**config.mk**
```make
export PLATFORM = sky130hd
export DESIGN_NAME = pcq_cell
export DESIGN_NICKNAME = d
export VERILOG_FILES = /design/src/rtl/core/point_in_convex_quad_assert.svh /design/src/rtl/core/pcq_pkg.sv /design/src/rtl/core/pcq_cell.sv
export SDC_FILE = /design/constraint.sdc
export NUM_CORES = 2
export LEC_CHECK = 0
export BUFFER_PORTS_ARGS = -buffer_cell sky130_fd_sc_hd__buf_2
export CORE_MARGIN = 1
export CORE_UTILIZATION = 35
export DETAILED_ROUTE_END_ITERATION = 7
export PLACE_DENSITY_LB_ADDON = 0.15
export SYNTH_ARGS = -nofsm -noshare
export SYNTH_HDL_FRONTEND = slang
export SYNTH_SLANG_ARGS = --single-unit
```
**constraint.sdc**
```tcl
create_clock -name i_clk -period 10.19 [get_ports i_clk]
set_input_delay 0 -clock i_clk [delete_from_list [all_inputs] [get_ports i_clk]]
set_output_delay 0 -clock i_clk [all_outputs]
set_load 0.1 [all_outputs]
```
**src/rtl/core/point_in_convex_quad_assert.svh**
```systemverilog
// Assertion macros used by the point-in-quad top level.
// Needs i_clk and i_rst_n in the scope where the macros are used.
`ifndef POINT_IN_CONVEX_QUAD_ASSERT_SVH
`define POINT_IN_CONVEX_QUAD_ASSERT_SVH

// Condition in the current cycle implies a consequence in the same cycle.
`define PCQ_ASSERT_IMPL(lbl, ante, cons) \
    lbl: assert property (@(posedge i_clk) disable iff (!i_rst_n) (ante) |-> (cons)) \
        else $error("pcq assertion failed");

// Condition must never be seen.
`define PCQ_ASSERT_NEVER(lbl, cond) \
    lbl: assert property (@(posedge i_clk) disable iff (!i_rst_n) !(cond)) \
        else $error("pcq assertion failed");

`endif

```
**src/rtl/core/pcq_pkg.sv**
```systemverilog
// Shared constants and types of the point-in-quad block.
// No dependencies.
package pcq_pkg;

    // Coordinate width of corners and points.
    localparam int COORD_BITS = 16;
    // Edge differences, products and cross product widths.
    localparam int DIFF_BITS  = COORD_BITS + 1;
    localparam int PROD_BITS  = 2 * DIFF_BITS;
    localparam int CROSS_BITS = PROD_BITS + 1;

    localparam int NUM_CORNERS = 4;
    // Two register stages per edge cell.
    localparam int LATENCY     = 2 * NUM_CORNERS;

    // Configuration register indexes.
    localparam int CFG_IDX_BITS = 3;
    localparam logic [CFG_IDX_BITS-1:0] REG_C0X = 3'd0;
    localparam logic [CFG_IDX_BITS-1:0] REG_C0Y = 3'd1;
    localparam logic [CFG_IDX_BITS-1:0] REG_C1X = 3'd2;
    localparam logic [CFG_IDX_BITS-1:0] REG_C1Y = 3'd3;
    localparam logic [CFG_IDX_BITS-1:0] REG_C2X = 3'd4;
    localparam logic [CFG_IDX_BITS-1:0] REG_C2Y = 3'd5;
    localparam logic [CFG_IDX_BITS-1:0] REG_C3X = 3'd6;
    localparam logic [CFG_IDX_BITS-1:0] REG_C3Y = 3'd7;

    // Request state handed from one edge cell to the next.
    typedef struct packed {
        logic signed [COORD_BITS-1:0] px;
        logic signed [COORD_BITS-1:0] py;
        logic                         done;      // decision already made
        logic                         result;    // inside flag
        logic                         sign_set;  // first nonzero sign seen
        logic                         sign_neg;  // that sign was negative
    } t_pcq_tok;

endpackage

```
**src/rtl/core/pcq_cell.sv**
```systemverilog
// One edge cell: cross product of the point against edge a-b, two stages.
// Depends on pcq_pkg.
module pcq_cell (
    input  logic                                  i_clk,
    input  logic                                  i_rst_n,
    input  logic signed [pcq_pkg::COORD_BITS-1:0] i_ax,
    input  logic signed [pcq_pkg::COORD_BITS-1:0] i_ay,
    input  logic signed [pcq_pkg::COORD_BITS-1:0] i_bx,
    input  logic signed [pcq_pkg::COORD_BITS-1:0] i_by,
    input  logic                                  i_vld,
    input  pcq_pkg::t_pcq_tok                     i_tok,
    output logic                                  o_vld,
    output pcq_pkg::t_pcq_tok                     o_tok
);

    localparam int CB = pcq_pkg::COORD_BITS;
    localparam int DW = pcq_pkg::DIFF_BITS;
    localparam int PW = pcq_pkg::PROD_BITS;
    localparam int KW = pcq_pkg::CROSS_BITS;

    logic signed [DW-1:0] w_dpx, w_dpy, w_dbx, w_dby;
    logic signed [PW-1:0] n_pa, n_pb, r_pa, r_pb;
    logic signed [CB-1:0] w_xlo, w_xhi, w_ylo, w_yhi;
    logic                 n_box, r_box;
    logic                 r_vld1, r_vld2;
    pcq_pkg::t_pcq_tok    r_tok1, r_tok2, n_tok2;
    logic signed [KW-1:0] w_k;
    logic                 w_zero, w_neg;

    // Stage 1: differences, both products, bounding box test
    always_comb begin
        w_dpx = {i_tok.px[CB-1], i_tok.px} - {i_ax[CB-1], i_ax};
        w_dpy = {i_tok.py[CB-1], i_tok.py} - {i_ay[CB-1], i_ay};
        w_dbx = {i_bx[CB-1], i_bx} - {i_ax[CB-1], i_ax};
        w_dby = {i_by[CB-1], i_by} - {i_ay[CB-1], i_ay};
        n_pa  = w_dpy * w_dbx;
        n_pb  = w_dpx * w_dby;
        w_xlo = (i_ax < i_bx) ? i_ax : i_bx;
        w_xhi = (i_ax > i_bx) ? i_ax : i_bx;
        w_ylo = (i_ay < i_by) ? i_ay : i_by;
        w_yhi = (i_ay > i_by) ? i_ay : i_by;
        n_box = (i_tok.px >= w_xlo) && (i_tok.px <= w_xhi) &&
                (i_tok.py >= w_ylo) && (i_tok.py <= w_yhi);
    end

    // Stage 2: cross product sign and decision update
    always_comb begin
        w_k    = {r_pa[PW-1], r_pa} - {r_pb[PW-1], r_pb};
        w_zero = (w_k == '0);
        w_neg  = w_k[KW-1];
        n_tok2 = r_tok1;
        if (!r_tok1.done) begin
            if (w_zero) begin
                if (r_box) begin
                    n_tok2.done   = 1'b1;
                    n_tok2.result = 1'b1;
                end
            end else if (!r_tok1.sign_set) begin
                n_tok2.sign_set = 1'b1;
                n_tok2.sign_neg = w_neg;
            end else if (r_tok1.sign_neg != w_neg) begin
                n_tok2.done   = 1'b1;
                n_tok2.result = 1'b0;
            end
        end
    end

    // Valid flags
    always_ff @(posedge i_clk) begin
        if (!i_rst_n) begin
            r_vld1 <= 1'b0;
            r_vld2 <= 1'b0;
        end else begin
            r_vld1 <= i_vld;
            r_vld2 <= r_vld1;
        end
    end

    // Payload
    always_ff @(posedge i_clk) begin
        r_tok1 <= i_tok;
        r_pa   <= n_pa;
        r_pb   <= n_pb;
        r_box  <= n_box;
        r_tok2 <= n_tok2;
    end

    assign o_vld = r_vld2;
    assign o_tok = r_tok2;

endmodule

```
==> metrics <==
Worst Path Required=10.57 ns; CP dominant cell by count=fa_1; Core Area=88200 um2; YS warnings=0; Tot GR Track Use=22.8%; syn avg cell area=8.94 um2; Reg clk slew, reported paths=0.07 ns; met1 Use GR=31.7%; Slowest-stage cell, CP=fa_1; starting density of the core=35.3%; share of layout cells above drive strength 1=8.63%; Slew headroom=16.1%; period utilisation layout=92.4%; Mapped Cells=3484; CTS tree=done; Tmin final=9.42 ns; Post-Route Utilization=39.3%; most common cell after layout, fill and taps aside=inv_1; H-tree depth=4; CTS buffer count=17; critical path peak fanout=5; Seq cells post-synth=143; synthesized area=31100 um2; post-synthesis sequential area ratio=9.19%; Routed Antenna Nets=0; I/O Pins=140; first-pass GRT wire length=154 mm; CTS Root Cell=clkbuf_16; CP endpoint kind=flop; Vias/cell=4.95; Worst setup SP type=input port; 1st-iter DRT viols=1591; first-pass detailed-route iteration total=5; fill cell count=9004; Worst Max-Slew Pin Slew=1.25 ns; DRT Wirelength=98.5 mm; post-CTS setup buffer count=0; fmax=0.106 GHz; Crit path arrival time=9.80 ns; CP top delay family=adder cells; Most used DFF post-synth=dfxtp_1; full die area=90200 um2; GRT busiest layer=met2; RSZ-0062 raised after global routing=false; Area Growth Syn to Fin=11.5%; GRT met3 Usage=3.37%; Die X=300 um; sum of negative setup slack=0 ns; CTS Sinks=143; Setup Skew=0.0155 ns; HPWL Detailed=84.3 mm; status=finished clean; nets@finish=4716; GRT overflow=0; Worst-Skew Late Latency=0.50 ns; Unique masters post-synth=82; clk buf depth=2; antenna violations before repair=6; vias in the first global route=25526; fin. max-slew vios=0; PortBufs=139; # setup viols final=0; worst setup path category=in -> reg; WL/cell=20.2 um; Max-Cap Viols=0; Hold Path Class=in -> reg; largest net degree at the start of global routing=30; final-report hold violation count=0; Synth async-reset ratio=0%; drc violations=0; FP Rows=109; slowest stage delay, CP=0.55 ns; Post-synth EDFFs=0; DR vias=24083; syn_nets=4515; most frequent cells in the layout=inv_1, fa_1, nand2_1; met2 Usage GRT=36.5%; die extent in y=300 um; Placer Congestion=0.920; Worst Path Buf+Inv=7
[layer usage]
layer  vias to the layer above  part of all wire (%)
met4                         2                   2.8
met3                       111                   5.4
met5                         -                 0.013
li1                      11245                     -
met1                     12071                    47
met2                       654                    45
[kinds of logic after synthesis]
logic type	Yosys count	share of synthesized area (%)
multiplexers	52	1.69
flip-flops	143	9.19
AO/OA/AOI/OAI	424	9.25
buffers and inverters	818	9.91
XOR/XNOR	159	4.47
AND/OR/NAND/NOR	960	13.8
adder cells (fa/ha/maj)	928	51.7
[sequential cells by signal (all words and copies together), names as in the netlist]
signal / flops
r_vld1: 1
r_pb: 34
n_tok2: 32
o_tok: 36
r_pa: 34
r_tok1: 4
r_box: 1
o_vld: 1
[cell usage after synthesis, types with 17 or more instances]
cell      instances  area share (%)
a21o_1           65             1.6
inv_1           740             8.9
a21oi_1         134             2.2
nor3_1           32            0.51
clkbuf_1         67            0.81
fa_1            596              38
nand3_1          31            0.50
o21ai_0          56            0.90
nor2_1          315             3.8
xor2_1           55             1.5
or2_2            17            0.34
mux2i_1          47             1.5
nand2b_1         45            0.90
nand2_1         350             4.2
nand4_1          33            0.66
dfxtp_1         143             9.2
o21bai_1         20            0.48
and2_1           48            0.96
o21a_1           23            0.55
nor2b_1          49            0.98
xnor2_1         104             2.9
ha_1            332              13
[metrics by stage]
step,std cells,hold slack [ns],worst slack [ns],instance area (um2)
2_1_floorplan,3484,0.0277,1.60,31100
3_3_place_gp,4793,0.106,0.829,33700
3_5_place_dp,4793,0.104,0.708,33700
4_1_cts,4863,0.0864,0.645,34700
5_1_grt,4863,0.117,0.0764,34700
6_report,4865,0.129,0.770,34700
[worst paths after layout]
kind	to	cells past startpoint	slack, ns	startpoint
worst max-delay path	r_pa[30]$_DFF_P_	40	0.77	i_tok[4]
worst min-delay path	r_tok1[3]$_DFF_P_	2	0.13	i_tok[3]
worst max register to register	o_tok[0]$_DFF_P_	12	5.57	r_pb[19]$_DFF_P_
worst min register to register	o_tok[33]$_DFF_P_	0	0.31	n_tok2[33]$_DFF_P_
[layout make-up]
cell class              count  area (um2)  share of cell area (%)
flip-flops and latches    143        2860                    8.25
inverters                 741        2780                    8.02
repair buffers            259        1690                    4.87
clock buffers              19         453                    1.31
diodes                      2        5.00                  0.0144
multi-input cells        2523       25300                    72.8
clock inverters            13         176                   0.508
well taps                1165        1460                    4.20
[repair_timing]
action,4_1_cts,5_1_grt
gates resized for setup,0,4
endpoints found under the setup margin,0,4
hold buffers,38,0
hold endpoints to repair,38,0
Power is not shown: default switching activity piles up to over one toggle a cycle in this logic, so the estimate is an artifact.
